===== src/assert_macros.svh =====
// Assertion macros for the RTL files.
`ifndef ASSERT_MACROS_SVH
`define ASSERT_MACROS_SVH

// Plain property, checked at every rising edge outside reset.
`define ASSERT_HOLDS(lbl, clk, rst, prop, msg) \
   lbl: assert property (@(posedge clk) disable iff (rst) (prop)) else $error(msg);

// Antecedent at one edge implies consequent at the next edge.
`define ASSERT_NEXT(lbl, clk, rst, ante, cons, msg) \
   lbl: assert property (@(posedge clk) disable iff (rst) (ante) |=> (cons)) else $error(msg);

`endif


===== src/cdt_pkg.sv =====
// Constants, widths and calendar helpers for the timestamp to civil date converter.
package cdt_pkg;

   localparam int TS_W     = 32;
   localparam int OPER_W   = 32;
   localparam int DAYS_W   = 16;
   localparam int CNT_W    = 4;
   localparam int YEAR_W   = 12;
   localparam int MONTH_W  = 4;
   localparam int DAY_W    = 5;
   localparam int HOUR_W   = 5;
   localparam int MINUTE_W = 6;
   localparam int SECOND_W = 6;
   localparam int MOD100_W = 7;
   localparam int MOD400_W = 9;

   localparam int DAY_SECS   = 86400;
   localparam int HOUR_SECS  = 3600;
   localparam int MIN_SECS   = 60;
   localparam int EPOCH_YEAR = 1970;
   localparam int LEAP_DAYS  = 366;
   localparam int YEAR_DAYS  = 365;
   localparam int FEB_LEAP   = 29;
   localparam int FEB_MONTH  = 2;

   // Division step counts: quotient bits of each stage.
   localparam int DAY_Q_BITS  = 16;
   localparam int HOUR_Q_BITS = 5;
   localparam int MIN_Q_BITS  = 6;

   localparam logic [DAY_W-1:0] MONTH_LEN [0:12] = '{
      5'd0, 5'd31, 5'd28, 5'd31, 5'd30, 5'd31, 5'd30,
      5'd31, 5'd31, 5'd30, 5'd31, 5'd30, 5'd31
   };

   typedef struct packed {
      logic [OPER_W-1:0] diff;
      logic              ge;
   } sub_res_type;

   function automatic logic is_leap(input logic [1:0]          year_lo,
                                    input logic [MOD100_W-1:0] mod100,
                                    input logic [MOD400_W-1:0] mod400);
      is_leap = (year_lo == 2'd0) && ((mod100 != '0) || (mod400 == '0));
   endfunction

   function automatic logic [DAY_W-1:0] month_length(input logic [MONTH_W-1:0] month,
                                                     input logic               leap);
      logic [DAY_W-1:0] len;
      len = (month <= MONTH_W'(12)) ? MONTH_LEN[month] : '0;
      if (leap && (month == MONTH_W'(FEB_MONTH))) begin
         len = DAY_W'(FEB_LEAP);
      end
      month_length = len;
   endfunction

endpackage


===== src/cdt_sub_unit.sv =====
// Shared subtract and compare unit: a - b and a >= b.
module cdt_sub_unit (
   input  logic [cdt_pkg::OPER_W-1:0] oper_a,
   input  logic [cdt_pkg::OPER_W-1:0] oper_b,
   output cdt_pkg::sub_res_type       res
);
   import cdt_pkg::*;

   logic [OPER_W:0] diff_full;

   assign diff_full = {1'b0, oper_a} - {1'b0, oper_b};
   assign res.diff  = diff_full[OPER_W-1:0];
   assign res.ge    = ~diff_full[OPER_W];

endmodule


===== src/unix_time_to_civil_date_core.sv =====
// Top level: sequencer that converts a seconds count into calendar date and time.
`include "assert_macros.svh"

// Converts a 32-bit count of seconds since 1970-01-01 00:00:00 into year, month,
// day, hour, minute and second. A transaction is taken when start is high and
// busy is low; the result appears for one cycle with rsp_strobe and cannot be
// held off. Every subtraction and compare uses one shared subtract/compare
// unit: restoring division by 86400 for 16 day bits, by 3600 for 5 hour bits and
// by 60 for 6 minute bits, then one step per year elapsed since 1970 plus one,
// then one step per month up to the result month. Busy stays high from acceptance
// until the result is given, so no new transaction is taken before then.
// A zero timestamp is rejected at once: all-zero result on the next cycle,
// busy never rises.
module unix_time_to_civil_date_core (
   input  logic                          clock,
   input  logic                          reset,
   input  logic                          start,
   output logic                          busy,
   input  logic [cdt_pkg::TS_W-1:0]      req_timestamp,
   output logic                          rsp_strobe,
   output logic                          rsp_valid_res,
   output logic [cdt_pkg::YEAR_W-1:0]    rsp_year,
   output logic [cdt_pkg::MONTH_W-1:0]   rsp_month,
   output logic [cdt_pkg::DAY_W-1:0]     rsp_day,
   output logic [cdt_pkg::HOUR_W-1:0]    rsp_hour,
   output logic [cdt_pkg::MINUTE_W-1:0]  rsp_minute,
   output logic [cdt_pkg::SECOND_W-1:0]  rsp_second
);
   import cdt_pkg::*;

   typedef enum logic [5:0] {
      ST_IDLE     = 6'b000001,
      ST_DAY_DIV  = 6'b000010,
      ST_HOUR_DIV = 6'b000100,
      ST_MIN_DIV  = 6'b001000,
      ST_YEAR     = 6'b010000,
      ST_MONTH    = 6'b100000
   } state_type;

   state_type             state_ff, state_in;
   logic [OPER_W-1:0]     rem_ff, rem_in;
   logic [DAYS_W-1:0]     days_ff, days_in;
   logic [CNT_W-1:0]      cnt_ff, cnt_in;
   logic [HOUR_W-1:0]     hour_ff, hour_in;
   logic [MINUTE_W-1:0]   minute_ff, minute_in;
   logic [YEAR_W-1:0]     year_ff, year_in;
   logic [MOD100_W-1:0]   mod100_ff, mod100_in;
   logic [MOD400_W-1:0]   mod400_ff, mod400_in;
   logic [MONTH_W-1:0]    month_ff, month_in;

   logic                  strobe_ff, strobe_in;
   logic                  out_valid_ff, out_valid_in;
   logic [YEAR_W-1:0]     out_year_ff, out_year_in;
   logic [MONTH_W-1:0]    out_month_ff, out_month_in;
   logic [DAY_W-1:0]      out_day_ff, out_day_in;
   logic [HOUR_W-1:0]     out_hour_ff, out_hour_in;
   logic [MINUTE_W-1:0]   out_minute_ff, out_minute_in;
   logic [SECOND_W-1:0]   out_second_ff, out_second_in;

   logic [OPER_W-1:0]     oper_a, oper_b;
   sub_res_type           sub_res;
   logic                  leap;
   logic                  accept;

   assign busy   = (state_ff != ST_IDLE);
   assign accept = start && !busy;
   assign leap   = is_leap(year_ff[1:0], mod100_ff, mod400_ff);

   cdt_sub_unit u_sub (
      .oper_a (oper_a),
      .oper_b (oper_b),
      .res    (sub_res)
   );

   // Operand select for the shared unit; divisors are pre-shifted by the bit index.
   always_comb begin
      oper_a = rem_ff;
      oper_b = '0;
      case (state_ff)
         ST_DAY_DIV: begin
            oper_b = OPER_W'(DAY_SECS) << cnt_ff;
         end
         ST_HOUR_DIV: begin
            oper_b = OPER_W'(HOUR_SECS) << cnt_ff;
         end
         ST_MIN_DIV: begin
            oper_b = OPER_W'(MIN_SECS) << cnt_ff;
         end
         ST_YEAR: begin
            oper_a = OPER_W'(days_ff);
            oper_b = leap ? OPER_W'(LEAP_DAYS) : OPER_W'(YEAR_DAYS);
         end
         ST_MONTH: begin
            oper_a = OPER_W'(days_ff);
            oper_b = OPER_W'(month_length(month_ff, leap));
         end
         default: begin
            oper_a = rem_ff;
            oper_b = '0;
         end
      endcase
   end

   always_comb begin
      state_in      = state_ff;
      rem_in        = rem_ff;
      days_in       = days_ff;
      cnt_in        = cnt_ff;
      hour_in       = hour_ff;
      minute_in     = minute_ff;
      year_in       = year_ff;
      mod100_in     = mod100_ff;
      mod400_in     = mod400_ff;
      month_in      = month_ff;
      strobe_in     = 1'b0;
      out_valid_in  = out_valid_ff;
      out_year_in   = out_year_ff;
      out_month_in  = out_month_ff;
      out_day_in    = out_day_ff;
      out_hour_in   = out_hour_ff;
      out_minute_in = out_minute_ff;
      out_second_in = out_second_ff;

      case (state_ff)
         ST_IDLE: begin
            if (accept) begin
               if (req_timestamp == '0) begin
                  strobe_in     = 1'b1;
                  out_valid_in  = 1'b0;
                  out_year_in   = '0;
                  out_month_in  = '0;
                  out_day_in    = '0;
                  out_hour_in   = '0;
                  out_minute_in = '0;
                  out_second_in = '0;
               end else begin
                  rem_in   = OPER_W'(req_timestamp);
                  cnt_in   = CNT_W'(DAY_Q_BITS - 1);
                  state_in = ST_DAY_DIV;
               end
            end
         end
         ST_DAY_DIV: begin
            if (sub_res.ge) begin
               rem_in = sub_res.diff;
            end
            days_in = {days_ff[DAYS_W-2:0], sub_res.ge};
            cnt_in  = cnt_ff - 1'b1;
            if (cnt_ff == '0) begin
               hour_in  = '0;
               cnt_in   = CNT_W'(HOUR_Q_BITS - 1);
               state_in = ST_HOUR_DIV;
            end
         end
         ST_HOUR_DIV: begin
            if (sub_res.ge) begin
               rem_in = sub_res.diff;
            end
            hour_in = {hour_ff[HOUR_W-2:0], sub_res.ge};
            cnt_in  = cnt_ff - 1'b1;
            if (cnt_ff == '0) begin
               minute_in = '0;
               cnt_in    = CNT_W'(MIN_Q_BITS - 1);
               state_in  = ST_MIN_DIV;
            end
         end
         ST_MIN_DIV: begin
            if (sub_res.ge) begin
               rem_in = sub_res.diff;
            end
            minute_in = {minute_ff[MINUTE_W-2:0], sub_res.ge};
            cnt_in    = cnt_ff - 1'b1;
            if (cnt_ff == '0) begin
               year_in   = YEAR_W'(EPOCH_YEAR);
               mod100_in = MOD100_W'(EPOCH_YEAR % 100);
               mod400_in = MOD400_W'(EPOCH_YEAR % 400);
               state_in  = ST_YEAR;
            end
         end
         ST_YEAR: begin
            if (sub_res.ge) begin
               days_in   = sub_res.diff[DAYS_W-1:0];
               year_in   = year_ff + 1'b1;
               mod100_in = (mod100_ff == MOD100_W'(99)) ? '0 : mod100_ff + 1'b1;
               mod400_in = (mod400_ff == MOD400_W'(399)) ? '0 : mod400_ff + 1'b1;
            end else begin
               month_in = MONTH_W'(1);
               state_in = ST_MONTH;
            end
         end
         ST_MONTH: begin
            if (sub_res.ge) begin
               days_in  = sub_res.diff[DAYS_W-1:0];
               month_in = month_ff + 1'b1;
            end else begin
               strobe_in     = 1'b1;
               out_valid_in  = 1'b1;
               out_year_in   = year_ff;
               out_month_in  = month_ff;
               out_day_in    = DAY_W'(days_ff) + 1'b1;
               out_hour_in   = hour_ff;
               out_minute_in = minute_ff;
               out_second_in = rem_ff[SECOND_W-1:0];
               state_in      = ST_IDLE;
            end
         end
         default: begin
            state_in = ST_IDLE;
         end
      endcase
   end

   always_ff @(posedge clock) begin
      if (reset) begin
         state_ff  <= ST_IDLE;
         strobe_ff <= 1'b0;
      end else begin
         state_ff  <= state_in;
         strobe_ff <= strobe_in;
      end
   end

   always_ff @(posedge clock) begin
      rem_ff        <= rem_in;
      days_ff       <= days_in;
      cnt_ff        <= cnt_in;
      hour_ff       <= hour_in;
      minute_ff     <= minute_in;
      year_ff       <= year_in;
      mod100_ff     <= mod100_in;
      mod400_ff     <= mod400_in;
      month_ff      <= month_in;
      out_valid_ff  <= out_valid_in;
      out_year_ff   <= out_year_in;
      out_month_ff  <= out_month_in;
      out_day_ff    <= out_day_in;
      out_hour_ff   <= out_hour_in;
      out_minute_ff <= out_minute_in;
      out_second_ff <= out_second_in;
   end

   assign rsp_strobe    = strobe_ff;
   assign rsp_valid_res = out_valid_ff;
   assign rsp_year      = out_year_ff;
   assign rsp_month     = out_month_ff;
   assign rsp_day       = out_day_ff;
   assign rsp_hour      = out_hour_ff;
   assign rsp_minute    = out_minute_ff;
   assign rsp_second    = out_second_ff;

   `ASSERT_NEXT(a_busy_after_start, clock, reset,
                accept && (req_timestamp != '0), busy,
                "nonzero transaction did not raise busy")
   `ASSERT_NEXT(a_zero_reject, clock, reset,
                accept && (req_timestamp == '0), rsp_strobe && !rsp_valid_res,
                "zero timestamp not rejected on next cycle")
   `ASSERT_HOLDS(a_strobe_idle, clock, reset, rsp_strobe |-> !busy,
                 "result strobe while busy")
   `ASSERT_HOLDS(a_date_range, clock, reset,
                 (rsp_strobe && rsp_valid_res) |->
                    ((rsp_month != '0) && (rsp_month <= MONTH_W'(12)) && (rsp_day != '0)),
                 "converted date out of range")

endmodule

===== config.mk =====
export PLATFORM = sky130hd
export DESIGN_NAME = unix_time_to_civil_date_core
export DESIGN_NICKNAME = d
export VERILOG_FILES = /design/src/cdt_pkg.sv /design/src/cdt_sub_unit.sv /design/src/unix_time_to_civil_date_core.sv
export VERILOG_INCLUDE_DIRS = /design/src /design/src/src
export SDC_FILE = /design/constraint.sdc
export NUM_CORES = 1
export LEC_CHECK = 0
export BUFFER_PORTS_ARGS = -buffer_cell sky130_fd_sc_hd__buf_4
export CORE_ASPECT_RATIO = 1.4
export CORE_UTILIZATION = 25
export DETAILED_ROUTE_END_ITERATION = 8
export PLACE_DENSITY = 0.42
export SLEW_MARGIN = 20
export SYNTH_ARGS = -nofsm -noshare
export SYNTH_HDL_FRONTEND = slang
export SYNTH_SLANG_ARGS = --single-unit

===== constraint.sdc =====
create_clock -name clock -period 13.1 [get_ports clock]
set_input_delay 2.62 -clock clock [delete_from_list [all_inputs] [get_ports clock]]
set_output_delay 2.62 -clock clock [all_outputs]
set_load 0.01 [all_outputs]

==> impl_results.md <==
- Worst hold-check path type: reg2reg
- Residual DRC: 0
- Syn Area/Cell: between 9 and 10 um^2
- WP depth: 16
- Die footprint: roughly 0.037 mm^2
- Compound-Gate Fraction of Synth Area: 0.161
- H-tree depth: 4
- Cells after Synth: between 900 and 1000
- Yosys warning total: 0
- Max-slew violations: 0
- Seq/Total Area, Yosys: 0.454
- Max-cap violations: 0
- Most common cell after layout, fill and taps aside: edfxtp_1
- CTS-repair resized insts: 0
- CP max stage cell: nor2_1
- Setup violators final: 0
- XOR/XNOR share of the synthesized area: 0.0430
- R2r setup slk: 7.05 ns
- Worst R2R Path Depth: 16
- # IOs: 76
- Worst hold path depth: 1
- Reg2reg start: state_ff[5]
- Netlist cell types: between 60 and 70
- Top sig layer: met4
- Min cycle time layout: a little over 6 ns
- Routed wl met2: between 10000 and 15000 um
- Core Region: 0.0359 mm^2
- Cell breakdown of the critical path: or4_1, nor2_1, nor2_1, a31oi_1, nor2_1, a2111oi_0, a21o_1, ha_1, and4_2, a221o_1, o211ai_2, a21oi_2, a211oi_4, a21oi_1, nor2_4, buf_4
- RSZ-0062 raised after global routing: no
- Period utilization: 0.462
- Worst-path clk slew: about 0.070 ns
- Static Leak: 0.00388 uW
- Largest net degree at the start of global routing: 57
- Largest area contributor in the netlist: edfxtp_1
- Clock buffer count from CTS: 17
- CP Max Fanout: 39
- DRT met1 WL: around 11000 um
- PortBufs: 75
- Fmax: around 0.17 GHz
- Routed vias: between 7000 and 8000
- Pwr dens: approximately 170 mW/mm^2
- Critical path data required time: between 10 and 15 ns
- Outcome: complete, no violations
- Hold wc startpoint: minute_ff[5]
- Total negative slack: 0 ns
- Asr flop ratio synth: 0
- Synth Area in Simple Gates: 0.205
- Actual slew at the worst max-slew pin: between 0.9 and 1 ns
- Vias in the first global route: between 7000 and 8000
- Post-Syn Nets: around 1100
- Cell area after synthesis: between 0.009 and 0.01 mm^2
- Share of the synthesized area in the top cell type: 0.439
- Antenna Diode Count: 0
- RePlAce Congestion: about 0.86
- Initial drt markers: just over 400
- Global-route wire length before repair: approximately 42000 um
- Crit Path Category: reg2reg
- Clock Skew: 0.0140 ns
- # hold bufs at CTS: 0
- Delay of the slowest critical-path stage: about 0.69 ns
- Count of final hold-check violations: 0
- Grt ovf: 0
- Startpoint Class: flop
- Mux contribution to synthesized area: 0.0395
- CTS Sinks: about 140
- Most frequent cells in the layout: 134 x edfxtp_1, 127 x nand2_1, 90 x buf_4
- Largest family of logic cells by synthesized area: simple AND/OR/NAND/NOR gates
- Wire length per cell: around 18 um
- Cell family with most CP delay: compound AO/OA/AOI/OAI gates
- Root cell of the clock tree: clkbuf_16
- Buf/Inv on CP: 1
- Nets: about 1100
- WL final: 27000 um
- # fillers: roughly 3800
- Worst-Skew Late Latency: between 0.4 and 0.5 ns
- Die width: around 160 um
- Initial antenna violation count: 0
- TritonRoute pass-1 iters: 7
- Fin util: 0.301
- CTS tree: done
- Post-CTS setup buffers: 0
- Ys flop type: edfxtp_1
- Crit path DAT: between 6 and 7 ns
- WL met3: approximately 990 um
- Adder-cell share of the synthesized area: 0.0623
- Layout cells sized above 1: 0.158
- CP Capture Type: flop
- Synthesis-to-finish area growth: 17.9%
- Row cnt: between 80 and 90
- Gr usage total: 0.150
- Clock buffer depth: 2
- Die Ht: 229 um
- Synth Register Bits: 141
- EDFF count, synth: 134
- Detailed placement HPWL: 19700 um
- Antenna-violating nets left: 0
- Synth top area cells: edfxtp_1 44%, ha_1 6.0%, nand2_1 5.2%, o21ai_0 3.9%, nor2_1 3.6%
- Post-DR vias/cell: ~5
- Initial core utilization: 0.255
- Worst vdd ir: about 0.000057 V
- Hold Crit Endpoint: rsp_minute[5]
- Worst slew margin: 0.338
- RR Endpoint: rsp_second[2]
- CP dominant cell by count: nor2_1
- Worst Setup SP: state_ff[5]
power by group:
group          switching (uW)  total (uW)  internal (uW)
combinational             479         778            299
sequential               26.1         610            584
clock                     218         466            248
total                     723        1850           1130
stage by stage:
| stage | power, uW | hold slack [ns] | cells | setup WS, ns | instance area [um^2] |
|---|---|---|---|---|---|
| after floorplan | 1180 | 0.469 | 971 | 6.75 | 9160 |
| after CTS | 1880 | 0.522 | 1500 | 7.06 | 10800 |
| after detailed placement | 1400 | 0.506 | 1468 | 7.08 | 10200 |
| after global placement | 1410 | 0.500 | 1468 | 7.20 | 10200 |
| final | 1850 | 0.521 | 1500 | 7.05 | 10800 |
| after global routing | 1990 | 0.551 | 1500 | 6.71 | 10800 |
cells in the mapped netlist, types with 24 or more instances:
library cell	number
nand3_1	35
edfxtp_1	134
inv_1	27
a21oi_1	50
nor2_1	89
clkbuf_1	48
ha_1	44
mux2_2	25
o21ai_0	71
xnor2_1	24
and2_1	46
nand2_1	127
how the worst max path moves through the flow:
stage / to
after floorplan: rem_ff[0]
final: rsp_second[2]
after CTS: rsp_day[4]
after global placement: rsp_year[1]
after global routing: rsp_second[3]
after detailed placement: rsp_year[4]
worst reg2reg max path, cell delays in order, from the launching register on:
cell,delay [ns]
dfxtp_1,0.35
or4_1,0.61
nor2_1,0.69
nor2_1,0.45
a31oi_1,0.25
nor2_1,0.06
a2111oi_0,0.38
a21o_1,0.14
ha_1,0.27
and4_2,0.27
a221o_1,0.34
o211ai_2,0.33
a21oi_2,0.18
a211oi_4,0.54
a21oi_1,0.23
nor2_4,0.13
buf_4,0.44
registers in the layout (all words and copies together) (netlist names), 7 cells and up:
signal     cells
mod100_ff      7
rem_ff        32
days_ff       16
year_ff       12
mod400_ff      9
rsp_year      12
logic make-up (layout without fill, tap and decap cells):
group           after synthesis  count (layout)
compound gates              231             231
xor+xnor                     45              45
fa+ha+maj                    45              45
buf+inv                      85             152
flops                       141             141
mux                          33              33
simple gates                391             391
routing by layer:
layer,GRT usage,vias up
met4,0.0674,0
met5,0,-
met2,0.263,183
met1,0.174,3483
li1,-,3671
met3,0.0292,45
cell type report:
| class | count | area (um^2) | share of cell area |
|---|---|---|---|
| multi-input cells | 745 | 4720 | 0.436 |
| flip-flops and latches | 141 | 4160 | 0.385 |
| repair buffers | 90 | 676 | 0.0625 |
| well taps | 462 | 578 | 0.0535 |
| clock buffers | 17 | 425 | 0.0394 |
| clock inverters | 15 | 133 | 0.0123 |
| inverters | 30 | 113 | 0.0104 |
Note: power is estimated with default switching activity, not from simulation.
